$ cat src/design/jcct_pkg.sv
// Types, codes and helper functions of the code cache table.
package jcct_pkg;

  localparam int unsigned KEY_W   = 64;
  localparam int unsigned OFF_W   = 27;
  localparam int unsigned CNT_W   = 17;
  localparam int unsigned PROBE_W = 7;
  localparam int unsigned SIZE_W  = 21;
  localparam int unsigned ALIGN_W = 13;
  localparam int unsigned PTR_W   = OFF_W + 1;
  localparam int unsigned CFG_W   = 17;
  localparam int unsigned CFG_IDX_W = 1;

  localparam logic [1:0] FUNC_LOOKUP = 2'd0;
  localparam logic [1:0] FUNC_ADD    = 2'd1;
  localparam logic [1:0] FUNC_HOT    = 2'd2;
  localparam logic [1:0] FUNC_NOP    = 2'd3;

  localparam logic [1:0] ST_OK       = 2'd0;
  localparam logic [1:0] ST_KEY_ZERO = 2'd1;
  localparam logic [1:0] ST_FULL     = 2'd2;
  localparam logic [1:0] ST_PROBE    = 2'd3;

  localparam logic [CFG_IDX_W-1:0] CFG_HOT_THRESHOLD = 1'd0;
  localparam logic [CFG_IDX_W-1:0] CFG_MAX_PROBES    = 1'd1;

  localparam logic [CNT_W-1:0]   HOT_THR_RST    = 17'd100000;
  localparam logic [PROBE_W-1:0] MAX_PROBES_RST = 7'd32;

  typedef struct packed {
    logic [KEY_W-1:0] key;
    logic [OFF_W-1:0] off;
    logic [CNT_W-1:0] cnt;
  } entry_t;

  // Rounds the fill pointer up to a power-of-two alignment; an alignment of zero leaves it as it is.
  function automatic logic [PTR_W-1:0] align_ptr(input logic [OFF_W-1:0] fill,
                                                 input logic [ALIGN_W-1:0] align);
    logic [ALIGN_W-1:0] am1;
    logic [PTR_W-1:0]   sum;
    am1 = align - ALIGN_W'(1);
    sum = {1'b0, fill} + PTR_W'(am1);
    if (align == '0) begin
      return {1'b0, fill};
    end
    return sum & ~PTR_W'(am1);
  endfunction

endpackage

$ cat src/design/jcct_home.sv
// Home slot unit: the key modulo the table depth, by mask or by folding the key sixteen bits at a time.
module jcct_home import jcct_pkg::*; #(
  parameter int unsigned ENTRIES = 1024
) (
  input  logic                       clk_i,
  input  logic                       rst_ni,
  input  logic                       start_i,
  input  logic [KEY_W-1:0]           pc_i,
  output logic                       done_o,
  output logic [$clog2(ENTRIES)-1:0] home_o
);

  localparam int unsigned IDX_W = $clog2(ENTRIES);
  localparam bit          POW2  = (ENTRIES & (ENTRIES - 1)) == 0;

  generate
    if (POW2) begin : g_mask
      logic             done_q;
      logic [IDX_W-1:0] home_q;

      always_ff @(posedge clk_i or negedge rst_ni) begin
        if (!rst_ni) begin
          done_q <= 1'b0;
        end else begin
          done_q <= start_i;
        end
      end

      always_ff @(posedge clk_i) begin
        if (start_i) begin
          home_q <= pc_i[IDX_W-1:0];
        end
      end

      assign done_o = done_q;
      assign home_o = home_q;
    end else begin : g_fold
      // Each 16-bit chunk is handled as a reciprocal estimate of the quotient,
      // then the remainder with a single correction step.
      localparam logic [31:0] RECIP = 32'((64'd1 << 32) / 64'(ENTRIES));
      localparam logic [32:0] MOD   = 33'(ENTRIES);

      logic             run_q;
      logic             done_q;
      logic [2:0]       cnt_q;
      logic [KEY_W-1:0] sh_q;
      logic [IDX_W-1:0] rem_q;
      logic [31:0]      x_q;
      logic [31:0]      q_q;
      logic [31:0]      x_d;
      logic [63:0]      prod;
      logic [32:0]      qn;
      logic [32:0]      diff;
      logic [32:0]      rem_d;

      assign x_d   = {16'(rem_q), sh_q[KEY_W-1 -: 16]};
      assign prod  = 64'(x_d) * 64'(RECIP);
      assign qn    = 33'(q_q) * MOD;
      assign diff  = {1'b0, x_q} - qn;
      assign rem_d = (diff >= MOD) ? diff - MOD : diff;

      always_ff @(posedge clk_i or negedge rst_ni) begin
        if (!rst_ni) begin
          run_q  <= 1'b0;
          done_q <= 1'b0;
          cnt_q  <= '0;
        end else if (start_i) begin
          run_q  <= 1'b1;
          done_q <= 1'b0;
          cnt_q  <= '0;
        end else if (run_q) begin
          cnt_q  <= cnt_q + 3'd1;
          run_q  <= (cnt_q != 3'd7);
          done_q <= (cnt_q == 3'd7);
        end else begin
          done_q <= 1'b0;
        end
      end

      always_ff @(posedge clk_i) begin
        if (start_i) begin
          sh_q  <= pc_i;
          rem_q <= '0;
        end else if (run_q) begin
          if (!cnt_q[0]) begin
            x_q <= x_d;
            q_q <= prod[63:32];
          end else begin
            rem_q <= rem_d[IDX_W-1:0];
            sh_q  <= sh_q << 16;
          end
        end
      end

      assign done_o = done_q;
      assign home_o = rem_q;
    end
  endgenerate

endmodule

$ cat config.mk
export PLATFORM = sky130hd
export DESIGN_NAME = jcct_home
export DESIGN_NICKNAME = d
export VERILOG_FILES = /design/src/design/jcct_pkg.sv /design/src/design/jcct_home.sv
export SDC_FILE = /design/constraint.sdc
export NUM_CORES = 1
export LEC_CHECK = 0
export ABC_CLOCK_PERIOD_IN_PS = 800
export BUFFER_PORTS_ARGS = -buffer_cell sky130_fd_sc_hd__buf_4
export CAP_MARGIN = 20
export CORE_MARGIN = 2
export CORE_UTILIZATION = 22
export CTS_CLUSTER_SIZE = 20
export DETAILED_ROUTE_END_ITERATION = 10
export GPL_ROUTABILITY_DRIVEN = 0
export PLACE_DENSITY = 0.8
export SYNTH_ARGS = -nofsm -noshare
export SYNTH_HDL_FRONTEND = slang
export SYNTH_SLANG_ARGS = --single-unit
$ cat constraint.sdc
create_clock -name clk_i -period 0.8 [get_ports clk_i]
set_input_delay 0.04 -clock clk_i [delete_from_list [all_inputs] [get_ports clk_i]]
set_output_delay 0.04 -clock clk_i [all_outputs]
set_load 0.02 [all_outputs]
==> results.json, run 1 <==
{
  "status": "complete, but fails checks",
  "violations": "negative setup slack",
  "initial_utilization_pct": 24.4,
  "synth_edf_count": 10,
  "htreeDepth": 1,
  "drv_cap": 0,
  "async_flop_share_pct": 9.09,
  "required_ps": 760,
  "syn_avg_cell_area_um2": 29.6,
  "crit_fanout": 1,
  "rsz0062_at_grt": "true",
  "timing.critical_path.to_type": "output pin",
  "cts_tree": "built",
  "ys_warn_count": 0,
  "grt_overflow": 0,
  "first_iter_violations": 7,
  "placed_area_um2": 517,
  "fmax_mhz": 1190,
  "routed_wl_um": 708,
  "num-multi-input-gates": 0,
  "crit_chain": "buf_6",
  "p_leak_nw": 0.299,
  "core_region_area_um2": 1330,
  "slowest_delay_ps": 390,
  "yosysSeqAreaShare_pct": 100,
  "track_usage_pct": 9.69,
  "slowest_stage": "edfxtp_1",
  "synth-main-ff-cell": "edfxtp_1",
  "worstSetupPathType": "flip-flop to output pin",
  "setup_violations": 11,
  "hold_viol_final": 0,
  "area_delta_synth_final_pct": 117,
  "dieWidth_um": 42.5,
  "drcViolationCount": 0,
  "viasPerCell": 3.83,
  "cts_setup_buffers": 0,
  "synth_top_cell_by_area": "edfxtp_1",
  "setup_tns_ps": -278,
  "fin_ws_ps": -38.8,
  "relSlewSlack_pct": 93.1,
  "ir_drop_uv": 962,
  "crit_cells": 1,
  "drive_gt1_share_pct": 52.0,
  "whs_ps": 90.8,
  "grt_start_max_net_pins": 12,
  "die-area_um2": 1800,
  "yosys_register_bits": 11,
  "num_io_pins": 78,
  "root_buffer": "clkbuf_4",
  "synthMostInstantiatedCell": "edfxtp_1",
  "final_util_pct": 52.8,
  "synth_area_leaders": "edfxtp_1 92%, dfrtp_1 7.7%",
  "grt_pass1_vias": 283,
  "grt_pass1_wl_mm": 1.17,
  "ff_latch_area_um2": 325,
  "cts_sinks": 11,
  "via_count": 249,
  "cp_top_family": "flip-flops",
  "finalPower_mw": 1.31,
  "crit_path_end": "home_o[8]",
  "synthCells": 11,
  "synth_top_area_share_pct": 92.3,
  "die_y_um": 42.5,
  "hold_class": "primary input to async pin",
  "fill_cells": 111,
  "wl_per_cell_um": 10.9,
  "cts_buffers": 3,
  "worstPathArrival_ps": 800,
  "worstMarginPinSlew_ps": 103,
  "syn-num-nets": 78,
  "cp_num_buf_inv": 1,
  "yosys-top-cells-count": "10 x edfxtp_1, 1 x dfrtp_1",
  "maxSlewViolCount": 0,
  "rows": 13,
  "crit_path_start_kind": "flip-flop",
  "antenna_cells": 0,
  "yosysUniqueCellTypes": 2,
  "detail-route-antenna-nets": 0,
  "min_period_over_period_pct": 105,
  "port_buffers": 23,
  "drt_first_pass_iters": 2,
  "fin_nets": 118,
  "cts_max_path_buffers": 2,
  "period_needed_ps": 839,
  "design_area_um2": 704,
  "crit_start": "home_o[8]$_DFFE_PP_",
  "power_density_nw_per_um2": 1860,
  "netlist_area_um2": 325,
  "path_clk_slew_ps": 70,
  "multiInputGateArea_um2": 0,
  "antenna_found_initial": 0
}
registers in the layout (all words and copies together), names as in the netlist:
register,cells
done_o,1
home_o,10
stage by stage:
| step | std cells | setup WS (ps) |
|---|---|---|
| after CTS | 65 | -58.1 |
| final | 65 | -38.8 |
| after global routing | 65 | -80.5 |
| after detailed placement | 49 | 237 |
| after floorplan | 11 | 311 |
| after global placement | 49 | 244 |
kinds of logic (layout without fill, tap and decap cells):
group | after synthesis | in the layout | synth area share, %
buffers and inverters | 0 | 39 | 0
DFF | 11 | 11 | 100
routing by layer:
layer,routed length [um],global-route usage (%),vias to the layer above
met5,0,0,-
met4,0,7.50,0
met3,87,5.17,0
met2,324,14.8,22
met1,297,9.81,104
li1,-,-,123
timing repair:
item / 4_1_cts / 5_1_grt
endpoints found under the setup margin: 11 / 17
hold endpoints to repair: 12 / 0
hold buffers: 12 / 0
resized for setup: 9 / 2
where the power goes:
part,switching (mW),total [mW],internal (mW)
Combinational,0.0962,0.246,0.150
Clock,0.173,0.366,0.193
Sequential,0.0186,0.695,0.676
Total,0.288,1.31,1.02
cells in the final DEF, fill, tap and decap left out, drive strengths merged:
| cell type | netlist | final |
|---|---|---|
| buf | 0 | 23 |
| clkbuf | 0 | 4 |
| dfrtp | 1 | 1 |
| dlygate4sd3 | 0 | 12 |
| edfxtp | 10 | 10 |
worst min-delay path by stage:
stage / cells after the start / to / startpoint / slack (ps)
after floorplan: 0 / done_o$_DFF_PN0_ / rst_ni / -260
after global placement: 1 / done_o$_DFF_PN0_ / rst_ni / -180
after detailed placement: 1 / done_o$_DFF_PN0_ / rst_ni / -180
after CTS: 2 / done_o$_DFF_PN0_ / rst_ni / 70
after global routing: 2 / done_o$_DFF_PN0_ / rst_ni / 80
final: 2 / done_o$_DFF_PN0_ / rst_ni / 90
layout make-up:
class                   count  share of cell area [%]
flip-flops and latches     11                    46.2
well taps                  15                    2.66
clock buffers               4                    3.73
repair buffers             35                    47.4
Power figures use the tool's default switching activity.
==> inputs of run 2 (changes only) <==
==> constraint.sdc (replaced) <==
create_clock -name clk_i -period 0.8 [get_ports clk_i]
set_input_delay 0.04 -clock clk_i [delete_from_list [all_inputs] [get_ports clk_i]]
set_output_delay 0.04 -clock clk_i [all_outputs]
set_load 0.1 [all_outputs]
==> results.json, run 2 (synthesis gave the netlist of run 1 again) <==
{
  "worstSetupPathType": "flip-flop to output pin",
  "cts_setup_buffers": 0,
  "drcViolationCount": 0,
  "rows": 13,
  "crit_chain": "buf_6",
  "violations": "negative setup slack",
  "rsz0062_at_grt": "true",
  "hold_viol_final": 0,
  "area_delta_synth_final_pct": 118,
  "first_iter_violations": 4,
  "die-area_um2": 1800,
  "power_density_nw_per_um2": 2230,
  "period_needed_ps": 911,
  "net-switching-power_mw": 0.555,
  "p_sw_share_pct": 35.1,
  "cp_num_buf_inv": 1,
  "cts_buffers": 3,
  "routed_wl_um": 760,
  "via_count": 255,
  "timing.critical_path.to_type": "output pin",
  "core_region_area_um2": 1330,
  "ir_drop_uv": 972,
  "p_seq_share_pct": 44.1,
  "htreeDepth": 1,
  "slowest_delay_ps": 400,
  "initial_utilization_pct": 24.4,
  "status": "complete, but fails checks",
  "grt_overflow": 0,
  "path_clk_slew_ps": 70,
  "drv_cap": 0,
  "drt_first_pass_iters": 2,
  "min_period_over_period_pct": 114,
  "crit_fanout": 1,
  "cts_sinks": 11,
  "root_buffer": "clkbuf_4",
  "crit_path_start_kind": "flip-flop",
  "antenna_found_initial": 0,
  "track_usage_pct": 9.67,
  "relSlewSlack_pct": 86.4,
  "p_leak_nw": 0.299,
  "internal-power_mw": 1.03,
  "die_y_um": 42.5,
  "setup_violations": 11,
  "hold_class": "primary input to async pin",
  "slowest_stage": "edfxtp_1",
  "fin_ws_ps": -111,
  "drive_gt1_share_pct": 54.0,
  "worstPathArrival_ps": 870,
  "worstMarginPinSlew_ps": 205,
  "p_clk_share_pct": 23.6,
  "wl_per_cell_um": 11.7,
  "maxSlewViolCount": 0,
  "fill_cells": 119,
  "cts_max_path_buffers": 2,
  "largest_reg_flops": 10,
  "finalPower_mw": 1.58,
  "grt_pass1_vias": 293,
  "multiInputGateArea_um2": 0,
  "antenna_cells": 0,
  "ff_latch_area_um2": 327,
  "dieWidth_um": 42.5,
  "fin_nets": 118,
  "port_buffers": 23,
  "grt_pass1_wl_mm": 1.23,
  "grt_start_max_net_pins": 12,
  "num_io_pins": 78,
  "detail-route-antenna-nets": 0,
  "fmax_mhz": 1100,
  "cts_tree": "built",
  "cp_top_family": "flip-flops",
  "whs_ps": 77.2,
  "comb_power_share_pct": 32.3,
  "num-multi-input-gates": 0,
  "viasPerCell": 3.92,
  "final_cell_mix": "12 x dlygate4sd3_1, 12 x buf_6, 11 x buf_4",
  "required_ps": 760
}
-- run 2: final timing paths --
check	to	depth (start not counted)	startpoint
min in group clk_i	home_o[6]$_DFFE_PP_	2	pc_i[6]
worst min-delay path	done_o$_DFF_PN0_	2	rst_ni
max in group asynchronous	done_o$_DFF_PN0_	2	rst_ni
worst max-delay path	home_o[6]	1	home_o[6]$_DFFE_PP_
-- run 2: layout make-up --
type / count / share of cell area (%)
tap: 15 / 2.65
clock buffer: 4 / 3.70
sequential: 11 / 46.0
timing repair buffer: 35 / 47.6
-- run 2: what timing repair did --
item,4_1_cts,5_1_grt
setup endpoints to repair,11,21
gates resized for setup,11,1
endpoints found under the hold margin,12,0
hold buffers,12,0
-- run 2: metal layers --
metal  up-vias  global-route usage [%]  wire length (um)
met5         -                       0                 0
met4         0                    7.50                 0
met3         0                    4.74                94
met2        22                    14.8               352
met1       113                    10.0               313
li1        120                       -                 -
-- run 2: stage by stage --
stage | cells | utilization [%] | cell area (um2) | setup slack, ps | TNS, ps
detailed placement | 49 | 38.8 | 518 | 147 | 0
CTS | 65 | 52.9 | 706 | -123 | -1170
finish | 65 | 53.2 | 709 | -111 | -980
global route | 65 | 53.2 | 709 | -152 | -1390
global placement | 49 | 38.8 | 518 | 158 | 0
floorplan | 11 | - | 327 | -144 | -1440
-- run 2: power groups by stage --
stage          Combinational, mW  Clock (mW)  Sequential [mW]
2_1_floorplan                  0           0             1.02
3_3_place_gp               0.437           0            0.698
3_5_place_dp               0.438           0            0.701
4_1_cts                    0.511       0.398            0.698
5_1_grt                    0.523       0.424            0.701
6_report                   0.510       0.374            0.697
